`config.mk`:
```
export PLATFORM = sky130hd
export DESIGN_NAME = ffra_ctrl
export DESIGN_NICKNAME = d
export VERILOG_FILES = /design/src/rtl/ffra_pkg.sv /design/src/rtl/ffra_ctrl.sv
export SDC_FILE = /design/constraint.sdc
export NUM_CORES = 1
export LEC_CHECK = 0
export ABC_AREA = 1
export BUFFER_PORTS_ARGS = -buffer_cell sky130_fd_sc_hd__clkbuf_2
export CAP_MARGIN = 10
export CORE_MARGIN = 4
export CORE_UTILIZATION = 32
export DETAILED_ROUTE_END_ITERATION = 10
export HOLD_SLACK_MARGIN = 0.05
export PLACE_DENSITY_LB_ADDON = 0.15
export SYNTH_ARGS = -nofsm -noshare
export SYNTH_HDL_FRONTEND = slang
export SYNTH_SLANG_ARGS = --single-unit
export TNS_END_PERCENT = 50
```
`constraint.sdc`:
```
create_clock -name clk_i -period 3 [get_ports clk_i]
set_input_delay 0.15 -clock clk_i [delete_from_list [all_inputs] [get_ports clk_i]]
set_output_delay 0.15 -clock clk_i [all_outputs]
set_load 0.1 [all_outputs]
```
`src/rtl/ffra_pkg.sv`:
```
package ffra_pkg;

  // Default depth of the region table.
  localparam int unsigned MAX_REGIONS = 64;

  // Field widths.
  localparam int unsigned AddrW   = 64;
  localparam int unsigned TypeW   = 32;
  localparam int unsigned SizeW   = 32;
  localparam int unsigned StatusW = 2;

  // Boot map type code for usable memory.
  localparam logic [TypeW-1:0] TypeUsable = 32'd1;

  // Operation codes.
  typedef enum logic {
    FUNC_LOAD  = 1'b0,
    FUNC_ALLOC = 1'b1
  } func_e;

  // Result status codes.
  typedef enum logic [StatusW-1:0] {
    ST_OK    = 2'd0,
    ST_FULL  = 2'd1,
    ST_NOFIT = 2'd2
  } status_e;

  // Configuration register indexes.
  typedef enum logic {
    CFG_KERNEL_BEGIN = 1'b0,
    CFG_KERNEL_END   = 1'b1
  } cfg_idx_e;

  // Source of a table write.
  typedef enum logic [1:0] {
    WR_WHOLE = 2'd0,
    WR_LOW   = 2'd1,
    WR_HIGH  = 2'd2,
    WR_UPD   = 2'd3
  } wr_sel_e;

  // Commands from the controller to the datapath.
  typedef struct packed {
    logic    capture;
    logic    end_ld;
    logic    wr_en;
    wr_sel_e wr_sel;
    logic    scan_en;
    logic    res_ld;
    status_e res_st;
    logic    res_hit;
    logic    out_ld;
  } cmd_t;

  // Status from the datapath to the controller.
  typedef struct packed {
    logic full;
    logic whole;
    logic low;
    logic high;
    logic hit;
    logic miss;
  } sts_t;

endpackage

```
`src/rtl/ffra_ctrl.sv`:
```
module ffra_ctrl (
  input  logic           clk_i,
  input  logic           rst_ni,
  input  logic           in_valid_i,
  input  logic           func_i,
  input  logic           out_stall_i,
  input  ffra_pkg::sts_t sts_i,
  output ffra_pkg::cmd_t cmd_o,
  output logic           in_stall_o,
  output logic           out_valid_o
);

  typedef enum logic [5:0] {
    S_IDLE  = 6'b000001,
    S_LCALC = 6'b000010,
    S_LDEC  = 6'b000100,
    S_LHIGH = 6'b001000,
    S_SCAN  = 6'b010000,
    S_DONE  = 6'b100000
  } state_e;

  state_e state_q, state_d;
  logic   out_valid_q, out_valid_d;

  // Sequencer for one item at a time.
  always_comb begin
    state_d       = state_q;
    cmd_o         = '0;
    cmd_o.wr_sel  = ffra_pkg::WR_WHOLE;
    cmd_o.res_st  = ffra_pkg::ST_OK;
    out_valid_d   = out_valid_q && out_stall_i;
    unique case (state_q)
      S_IDLE: begin
        if (in_valid_i) begin
          cmd_o.capture = 1'b1;
          state_d = (func_i == ffra_pkg::FUNC_ALLOC) ? S_SCAN : S_LCALC;
        end
      end
      S_LCALC: begin
        cmd_o.end_ld = 1'b1;
        state_d      = S_LDEC;
      end
      S_LDEC: begin
        cmd_o.res_ld = 1'b1;
        state_d      = S_DONE;
        if (sts_i.full) begin
          cmd_o.res_st = ffra_pkg::ST_FULL;
        end else if (sts_i.whole) begin
          cmd_o.wr_en  = 1'b1;
          cmd_o.wr_sel = ffra_pkg::WR_WHOLE;
        end else if (sts_i.low) begin
          cmd_o.wr_en  = 1'b1;
          cmd_o.wr_sel = ffra_pkg::WR_LOW;
          if (sts_i.high) begin
            state_d = S_LHIGH;
          end
        end else if (sts_i.high) begin
          cmd_o.wr_en  = 1'b1;
          cmd_o.wr_sel = ffra_pkg::WR_HIGH;
        end
      end
      S_LHIGH: begin
        cmd_o.wr_en  = 1'b1;
        cmd_o.wr_sel = ffra_pkg::WR_HIGH;
        state_d      = S_DONE;
      end
      S_SCAN: begin
        cmd_o.scan_en = 1'b1;
        if (sts_i.hit) begin
          cmd_o.wr_en   = 1'b1;
          cmd_o.wr_sel  = ffra_pkg::WR_UPD;
          cmd_o.res_ld  = 1'b1;
          cmd_o.res_hit = 1'b1;
          state_d       = S_DONE;
        end else if (sts_i.miss) begin
          cmd_o.res_ld = 1'b1;
          cmd_o.res_st = ffra_pkg::ST_NOFIT;
          state_d      = S_DONE;
        end
      end
      S_DONE: begin
        // Move the result into the output register once it is free.
        if (!out_valid_q || !out_stall_i) begin
          cmd_o.out_ld = 1'b1;
          out_valid_d  = 1'b1;
          state_d      = S_IDLE;
        end
      end
      default: begin
        state_d = S_IDLE;
      end
    endcase
  end

  always_ff @(posedge clk_i or negedge rst_ni) begin
    if (!rst_ni) begin
      state_q     <= S_IDLE;
      out_valid_q <= 1'b0;
    end else begin
      state_q     <= state_d;
      out_valid_q <= out_valid_d;
    end
  end

  assign in_stall_o  = (state_q != S_IDLE);
  assign out_valid_o = out_valid_q;

`ifndef SYNTH
  // The output register is only overwritten when its beat is gone or leaving.
  a_out_free: assert property (@(posedge clk_i) disable iff (!rst_ni)
    cmd_o.out_ld |-> (!out_valid_q || !out_stall_i))
    else $error("output beat overwritten while stalled");

  // Every finished item leaves a valid output beat behind.
  a_out_set: assert property (@(posedge clk_i) disable iff (!rst_ni)
    cmd_o.out_ld |=> out_valid_q)
    else $error("output beat not raised after a result");

  // A table write never coincides with taking a new item.
  a_no_wr_idle: assert property (@(posedge clk_i) disable iff (!rst_ni)
    cmd_o.capture |-> !cmd_o.wr_en)
    else $error("table write while accepting an item");
`endif

endmodule

```
==> results.py, run 1 <==
metrics = {
    "routing": {
        "drt_pre_antenna_iters": 4,
        "wl_per_cell_um": 10.65,
        "drc": 0,
        "via_per_inst": 4.803,
        "drt_iter0_drc": 5,
        "drt-total-wl_um": 1299,
        "vias": 586,
        "ant_nets": 0,
    },
    "place": {
        "port_buffers": 23,
        "hpwl_um": 1137,
        "gp_congestion": 0.7077,
    },
    "setup_path": {
        "crit_cells": 5,
        "required_ns": 2.85,
        "reg2reg_from": "state_q[0]",
        "max_stage_delay_ns": 0.48,
        "reg2reg_slack_ns": 1.70,
        "start_kind": "flip-flop",
        "critPathSlowestCell": "clkbuf_2",
        "crit_end": "cmd_o[7]",
        "arrival_ns": 1.82,
        "crit_start": "state_q[3]",
        "worst-path-buf-inv": 1,
        "rr_endpoint": "state_q[0]",
        "cp_cell_sequence": "nor2_4 -> nand3_4 -> o21a_1 -> o21ai_0 -> clkbuf_2",
        "end_kind": "primary output",
        "ff2ff_path_depth": 7,
        "worstPathMaxFanout": 9,
        "critPathKind": "reg -> out",
        "cpLargestDelayFamily": "buffers and inverters",
    },
    "sta": {
        "skew_ns": 0.0006283,
        "min_period_ns": 1.972,
        "slew-limit-headroom_pct": 63.93,
        "period_share_pct": 65.74,
        "max_freq_mhz": 507.1,
        "setup-violations-final": 0,
        "tns_ns": 0,
        "worst_pin_slew_ns": 0.5433,
        "hold_viol": 0,
        "slew_violations": 0,
        "rsz0062_at_grt": "no",
    },
    "synth": {
        "yosysTopAreaCell": "dfrtp_1",
        "yosysMostFrequentCell": "nor2_1",
        "synth_seq_area_share_pct": 31.83,
        "synth_common_cells": "nor2_1, inv_1, nand2_1, dfrtp_1",
        "synthTopCellsByArea": "dfrtp_1, nor2_1, inv_1",
        "synth_top_area_share_pct": 27.09,
        "async_reset_ff_share_pct": 100.0,
        "synth_nets": 89,
        "yosysWarnings": 0,
        "synthCells": 78,
        "synth_area_um2": 554.3,
        "synth_edf_count": 0,
        "ys_types": 20,
        "synth_flop_cell": "dfrtp_1",
        "syn_area_per_cell_um2": 7.106,
        "ys_seq_elements": 7,
    },
    "global_routing": {
        "grt_max_degree": 10,
        "grt_pass1_wl_um": 2256,
        "grt_pass1_vias": 548,
        "grt-ovfl-total": 0,
        "antenna_found_initial": 0,
        "gr-usage-all-layers_pct": 11.62,
    },
    "die": {
        "num_io_pins": 24,
        "core_area_um2": 1577,
        "die_h_um": 49.62,
        "num_rows": 14,
        "die_area_um2": 2462,
        "start_util_pct": 35.16,
        "dieWidth_um": 49.62,
    },
    "clocking": {
        "clock_sinks": 7,
        "path_clk_slew_ns": 0.05,
        "cts_resized": 0,
        "htree_levels": 1,
        "cts_tree": "yes",
        "cts-buffers-inserted": 3,
        "root_buffer": "clkbuf_4",
        "clock_latency_ns": 0.25,
        "cts_max_path_buffers": 2,
    },
    "cells_and_area": {
        "finalNetCount": 118,
        "num_antenna_cells": 0,
        "drive_above_1_share_pct": 36.79,
        "area_growth_pct": 30.93,
    },
    "flow_run": {
        "drv_cap": 0,
    },
    "hold_path": {
        "hold_path.class": "in -> reg",
        "hold_start": "out_stall_i",
        "holdPathStages": 3,
    },
    "outcome": {
        "status": "completed",
    },
}
area by class of cell:
| cell class | count | area [um^2] |
|---|---|---|
| inverters | 15 | 56.30 |
| fillers | 168 | 850.8 |
| repair buffers | 24 | 125.1 |
| well taps | 16 | 20.02 |
| clock buffers | 4 | 26.28 |
| multi-input cells | 56 | 321.6 |
| flip-flops and latches | 7 | 176.4 |
flip-flops by register name, indices dropped and copies added (netlist names):
| signal | cells |
|---|---|
| out_valid_o | 1 |
| state_q | 6 |
worst register-to-register path, cell delays in order (launching register included):
cell and delay [ns]:
dfstp_2 0.57, inv_2 0.05, nor2_4 0.12, nand4_1 0.16, nand2_1 0.18, nor2_1 0.05, nand2_1 0.05, nand2_1 0.05
metrics by stage:
stage / cells / hold slack (ns) / setup slack, ns / cell area (um^2) / util (%)
after floorplan: 78 / -0.1456 / -0.01130 / 554.3 / -
after global placement: 117 / 0.002052 / 1.323 / 689.4 / 43.73
after detailed placement: 117 / 0.003472 / 1.290 / 689.4 / 43.73
after CTS: 122 / 0.1192 / 1.015 / 725.7 / 46.03
after global routing: 122 / 0.1377 / 0.8829 / 725.7 / 46.03
final: 122 / 0.1188 / 1.028 / 725.7 / 46.03
cells by family after synthesis:
kind of cell	share of synthesized area [%]
AOI/OAI and AO/OA	6.998
buffers and inverters	10.16
DFF	31.83
and+or+nand+nor	51.02
routing by layer:
| layer | GRT usage (%) | vias to the layer above | share of wire (%) | routed length [um] |
|---|---|---|---|---|
| li1 | - | 301 | - | - |
| met1 | 15.72 | 259 | 48 | 628 |
| met2 | 17.62 | 21 | 43 | 554 |
| met3 | 1.205 | 5 | 6.1 | 79 |
| met4 | 6.912 | 0 | 2.9 | 38 |
| met5 | 0 | - | 0 | 0 |
worst min path at each step:
stage	endpoint	slack, ns
after floorplan	out_valid_o	-0.15
after global placement	out_valid_o	0.002
after detailed placement	out_valid_o	0.003
after CTS	out_valid_o	0.12
after global routing	out_valid_o	0.14
final	out_valid_o	0.12
cells in the final DEF, fill, tap and decap left out:
cell           instances
nand3_4                2
dfstp_2                1
nand4_1                4
nor3_1                 2
o21a_1                 1
nand3b_1               1
nor2_4                 4
dlygate4sd3_1          1
clkbuf_4               3
dfrtp_1                6
clkbuf_1               1
o21ai_1                3
o22ai_1                1
o21ai_0                2
inv_1                 13
nor3_2                 1
nor2_1                16
nand3_1                4
inv_2                  2
clkbuf_2              23
nor2_2                 2
or2_0                  1
nand3_2                1
nand2_1               11
what timing repair did:
item	4_1_cts	5_1_grt
hold endpoints to repair	7	0
setup buffers	0	0
hold buffers	1	0
Power of run 1 is not shown: default switching activity piles up to over one toggle a cycle in this logic, so the estimate is an artifact.
==> inputs of run 2 (changes only) <==
==> constraint.sdc (replaced) <==
create_clock -name clk_i -period 2 [get_ports clk_i]
set_input_delay 0.1 -clock clk_i [delete_from_list [all_inputs] [get_ports clk_i]]
set_output_delay 0.1 -clock clk_i [all_outputs]
set_load 0.1 [all_outputs]
==> results.py, run 2 (same netlist as run 1, synthesis figures left out) <==
metrics = {
    "sta": {
        "worst_pin_slew_ns": 0.5422,
        "skew_ns": 0.002153,
        "whs_ns": 0.06203,
        "setup-violations-final": 0,
        "slew_violations": 0,
        "hold_viol": 0,
        "layout_setup_ws_ns": 0.1720,
        "rsz0062_at_grt": "no",
        "slew-limit-headroom_pct": 64.01,
        "min_period_ns": 1.828,
        "max_freq_mhz": 547.0,
        "period_share_pct": 91.40,
    },
    "setup_path": {
        "arrival_ns": 1.73,
        "end_kind": "primary output",
        "worst-path-buf-inv": 1,
        "critPathSlowestCell": "clkbuf_2",
        "cpLargestDelayFamily": "buffers and inverters",
        "max_stage_delay_ns": 0.47,
        "critPathKind": "reg -> out",
        "required_ns": 1.90,
        "cp_cell_sequence": "nor2_4 -> nand3_4 -> o22ai_2 -> clkbuf_2",
        "start_kind": "flip-flop",
        "worstPathMaxFanout": 9,
    },
    "place": {
        "pre_cts_ws_ns": 0.4402,
        "gp_congestion": 0.7587,
        "placed_area_um2": 711.9,
        "port_buffers": 23,
        "post-place-cells": 117,
        "hpwl_um": 1147,
    },
    "cells_and_area": {
        "fillers": 181,
        "multiInputGateArea_um2": 339.1,
        "finalNetCount": 118,
        "finalInstanceArea_um2": 748.2,
        "largest_reg_flops": 6,
        "drive_above_1_share_pct": 39.62,
        "final_cells": 122,
        "final_cell_mix": "clkbuf_2, nor2_1, inv_1",
        "num_antenna_cells": 0,
        "ff_latch_area_um2": 176.4,
        "max_flop_register": "state_q",
        "final_common_cell": "clkbuf_2",
        "area_growth_pct": 34.99,
    },
    "routing": {
        "wl_per_cell_um": 11.07,
        "ant_nets": 0,
        "drt_iter0_drc": 6,
        "drt_pre_antenna_iters": 3,
        "drc": 0,
        "vias": 599,
        "via_per_inst": 4.910,
        "drt-total-wl_um": 1350,
    },
    "die": {
        "die_area_um2": 2462,
        "num_rows": 14,
        "num_io_pins": 24,
        "start_util_pct": 35.16,
        "dieWidth_um": 49.62,
        "die_h_um": 49.62,
        "core_area_um2": 1577,
    },
    "clocking": {
        "cts_resized": 0,
        "path_clk_slew_ns": 0.05,
        "cts_tree": "yes",
        "post-cts-setup-buffers": 0,
        "clock_sinks": 7,
        "root_buffer": "clkbuf_4",
        "holdBufCountCts": 1,
        "htree_levels": 1,
        "cts-buffers-inserted": 3,
        "cts_max_path_buffers": 2,
        "clock_latency_ns": 0.26,
    },
    "global_routing": {
        "gr-usage-all-layers_pct": 12.47,
        "antenna_found_initial": 0,
        "grt_pass1_wl_um": 2366,
        "grt_max_degree": 10,
        "grt-ovfl-total": 0,
        "grt_pass1_vias": 579,
    },
    "flow_run": {
        "drv_cap": 0,
    },
    "hold_path": {
        "hold_path.class": "in -> reg",
    },
    "outcome": {
        "status": "completed",
    },
}
-- run 2: worst min-delay path, stage by stage --
cell	delay, ns
clkbuf_2	0.07
nand2_1	0.05
nand2_1	0.06
-- run 2: final cells by class --
class	count	area share, %
clock buffers	4	3.512
inverters	15	7.525
multi-input cells	56	45.32
flip-flops and latches	7	23.58
well taps	16	2.676
repair buffers	24	17.39
-- run 2: layer usage --
| metal | vias up | GRT usage (%) | routed length (um) |
|---|---|---|---|
| met5 | - | 0 | 0 |
| met4 | 0 | 9.677 | 35 |
| met3 | 4 | 2.108 | 73 |
| met2 | 19 | 19.82 | 647 |
| met1 | 271 | 14.73 | 593 |
| li1 | 305 | - | - |
-- run 2: final timing paths --
| check | from | end | slack [ns] | cells after the start |
|---|---|---|---|---|
| worst max-delay path | state_q[3] | cmd_o[6] | 0.17 | 4 |
| worst min-delay path | out_stall_i | out_valid_o | 0.06 | 3 |
| worst max register to register | state_q[0] | state_q[0] | 0.69 | 7 |
| worst min register to register | out_valid_o | out_valid_o | 0.50 | 2 |
| max in group asynchronous | rst_ni | state_q[0] | 1.55 | 2 |
| min in group asynchronous | rst_ni | state_q[1] | 0.21 | 2 |
-- run 2: stage by stage --
step                setup TNS (ns)  util, %
finish                           0    47.46
floorplan                   -1.278        -
global route                     0    47.46
CTS                              0    47.46
detailed placement               0    45.16
global placement                 0    45.16
Power of run 2 is left out for the same reason.
==> inputs of run 3 (changes only) <==
--- a/config.mk
+++ b/config.mk
@@ -8,8 +8,12 @@
 export ABC_AREA = 1
 export BUFFER_PORTS_ARGS = -buffer_cell sky130_fd_sc_hd__clkbuf_2
 export CAP_MARGIN = 10
+export CELL_PAD_IN_SITES_DETAIL_PLACEMENT = 1
+export CELL_PAD_IN_SITES_GLOBAL_PLACEMENT = 2
+export CORE_ASPECT_RATIO = 0.7
 export CORE_MARGIN = 4
-export CORE_UTILIZATION = 32
+export CORE_UTILIZATION = 24
+export CTS_BUF_LIST = sky130_fd_sc_hd__clkbuf_2
 export DETAILED_ROUTE_END_ITERATION = 10
 export HOLD_SLACK_MARGIN = 0.05
 export PLACE_DENSITY_LB_ADDON = 0.15
==> results.py, run 3 (same netlist as run 1, synthesis figures left out) <==
metrics = {
    "routing": {
        "vias": 595,
        "ant_nets": 0,
        "drc": 0,
        "drt_pre_antenna_iters": 2,
        "via_per_inst": 4.312,
        "drt-total-wl_um": 1565,
        "drt_iter0_drc": 5,
        "wl_per_cell_um": 11.34,
    },
    "sta": {
        "hold_viol": 0,
        "slew-limit-headroom_pct": 63.90,
        "period_share_pct": 90.55,
        "skew_ns": 0.007885,
        "worst_pin_slew_ns": 0.5439,
        "rsz0062_at_grt": "no",
        "min_period_ns": 1.811,
        "slew_violations": 0,
        "setup-violations-final": 0,
        "max_freq_mhz": 552.2,
        "tns_ns": 0,
    },
    "global_routing": {
        "grt-ovfl-total": 0,
        "grt_max_degree": 10,
        "antenna_found_initial": 0,
        "grt_pass1_wl_um": 2670,
        "gr-usage-all-layers_pct": 11.94,
        "grt_pass1_vias": 591,
    },
    "setup_path": {
        "end_kind": "primary output",
        "ff2ff_path_depth": 5,
        "arrival_ns": 1.71,
        "critPathKind": "reg -> out",
        "required_ns": 1.90,
        "start_kind": "flip-flop",
        "reg2reg_slack_ns": 0.69,
        "worstPathMaxFanout": 9,
    },
    "flow_run": {
        "drv_cap": 0,
    },
    "clocking": {
        "root_buffer": "clkbuf_2",
        "clock_sinks": 7,
        "cts_tree": "yes",
        "path_clk_slew_ns": 0.08,
        "htree_levels": 1,
        "clock_latency_ns": 0.23,
        "cts_max_path_buffers": 2,
        "cts-buffers-inserted": 3,
    },
    "cells_and_area": {
        "final_cell_mix": "clkbuf_2, nor2_1, inv_1",
        "final_util_pct": 35.08,
        "num_antenna_cells": 0,
        "max_flop_register": "state_q",
        "largest_reg_flops": 6,
        "finalNetCount": 118,
        "final_common_cell": "clkbuf_2",
        "drive_above_1_share_pct": 40.57,
        "area_growth_pct": 37.47,
        "fillers": 295,
    },
    "place": {
        "port_buffers": 23,
        "gp_congestion": 0.7497,
        "hpwl_um": 1358,
    },
    "die": {
        "core_area_um2": 2172,
        "dieWidth_um": 65.44,
        "die_h_um": 48.21,
        "num_rows": 14,
        "start_util_pct": 25.52,
        "num_io_pins": 24,
        "die_area_um2": 3155,
    },
    "hold_path": {
        "hold_path.class": "in -> reg",
        "holdPathStages": 3,
    },
    "outcome": {
        "status": "completed",
    },
}
## run 3: cell counts in the layout (fill, tap and decap cells not counted)
No cell type changed its count.
## run 3: per-layer routing
metal	track usage [%]	vias to the layer above	wire length, um
met5	0	-	0
li1	-	306	-
met1	17.29	274	900
met3	5.069	0	46
met2	15.09	15	618
met4	4.959	0	0
## run 3: cell type report
type | instances | area [um^2] | area share [%]
repair buffers | 24 | 130.1 | 17.08
clock buffers | 4 | 20.02 | 2.627
well taps | 32 | 40.04 | 5.255
inverters | 15 | 56.30 | 7.389
flip-flops and latches | 7 | 176.4 | 23.15
multi-input cells | 56 | 339.1 | 44.50
## run 3: per-stage QoR
stage               instances  hold WS [ns]  area [um^2]  worst slack [ns]
floorplan                  78       -0.1956        571.8           -0.3652
global placement          133      -0.05464        732.0            0.4604
detailed placement        133      -0.04944        732.0            0.4442
CTS                       138        0.1005        762.0            0.1641
global route              138       0.09945        762.0           0.03500
finish                    138        0.1081        762.0            0.1890
## run 3: critical path, stage by stage, from the launching register on
cell	delay (ns)
dfrtp_1	0.42
nor2_4	0.25
nand3_4	0.17
o22ai_2	0.16
clkbuf_2	0.47
## run 3: worst paths after layout
path,from,to
min,out_stall_i,out_valid_o
max in group asynchronous,rst_ni,state_q[0]
min in group asynchronous,rst_ni,state_q[1]
max,state_q[3],cmd_o[6]
min reg2reg,out_valid_o,out_valid_o
max reg2reg,state_q[1],state_q[5]
## run 3: repair_timing
item / CTS / global route
gates resized for setup: 0 / 0
hold buffers: 1 / 0
setup buffers: 0 / 0
hold endpoints to repair: 7 / 0
Power of run 3 is left out for the same reason.
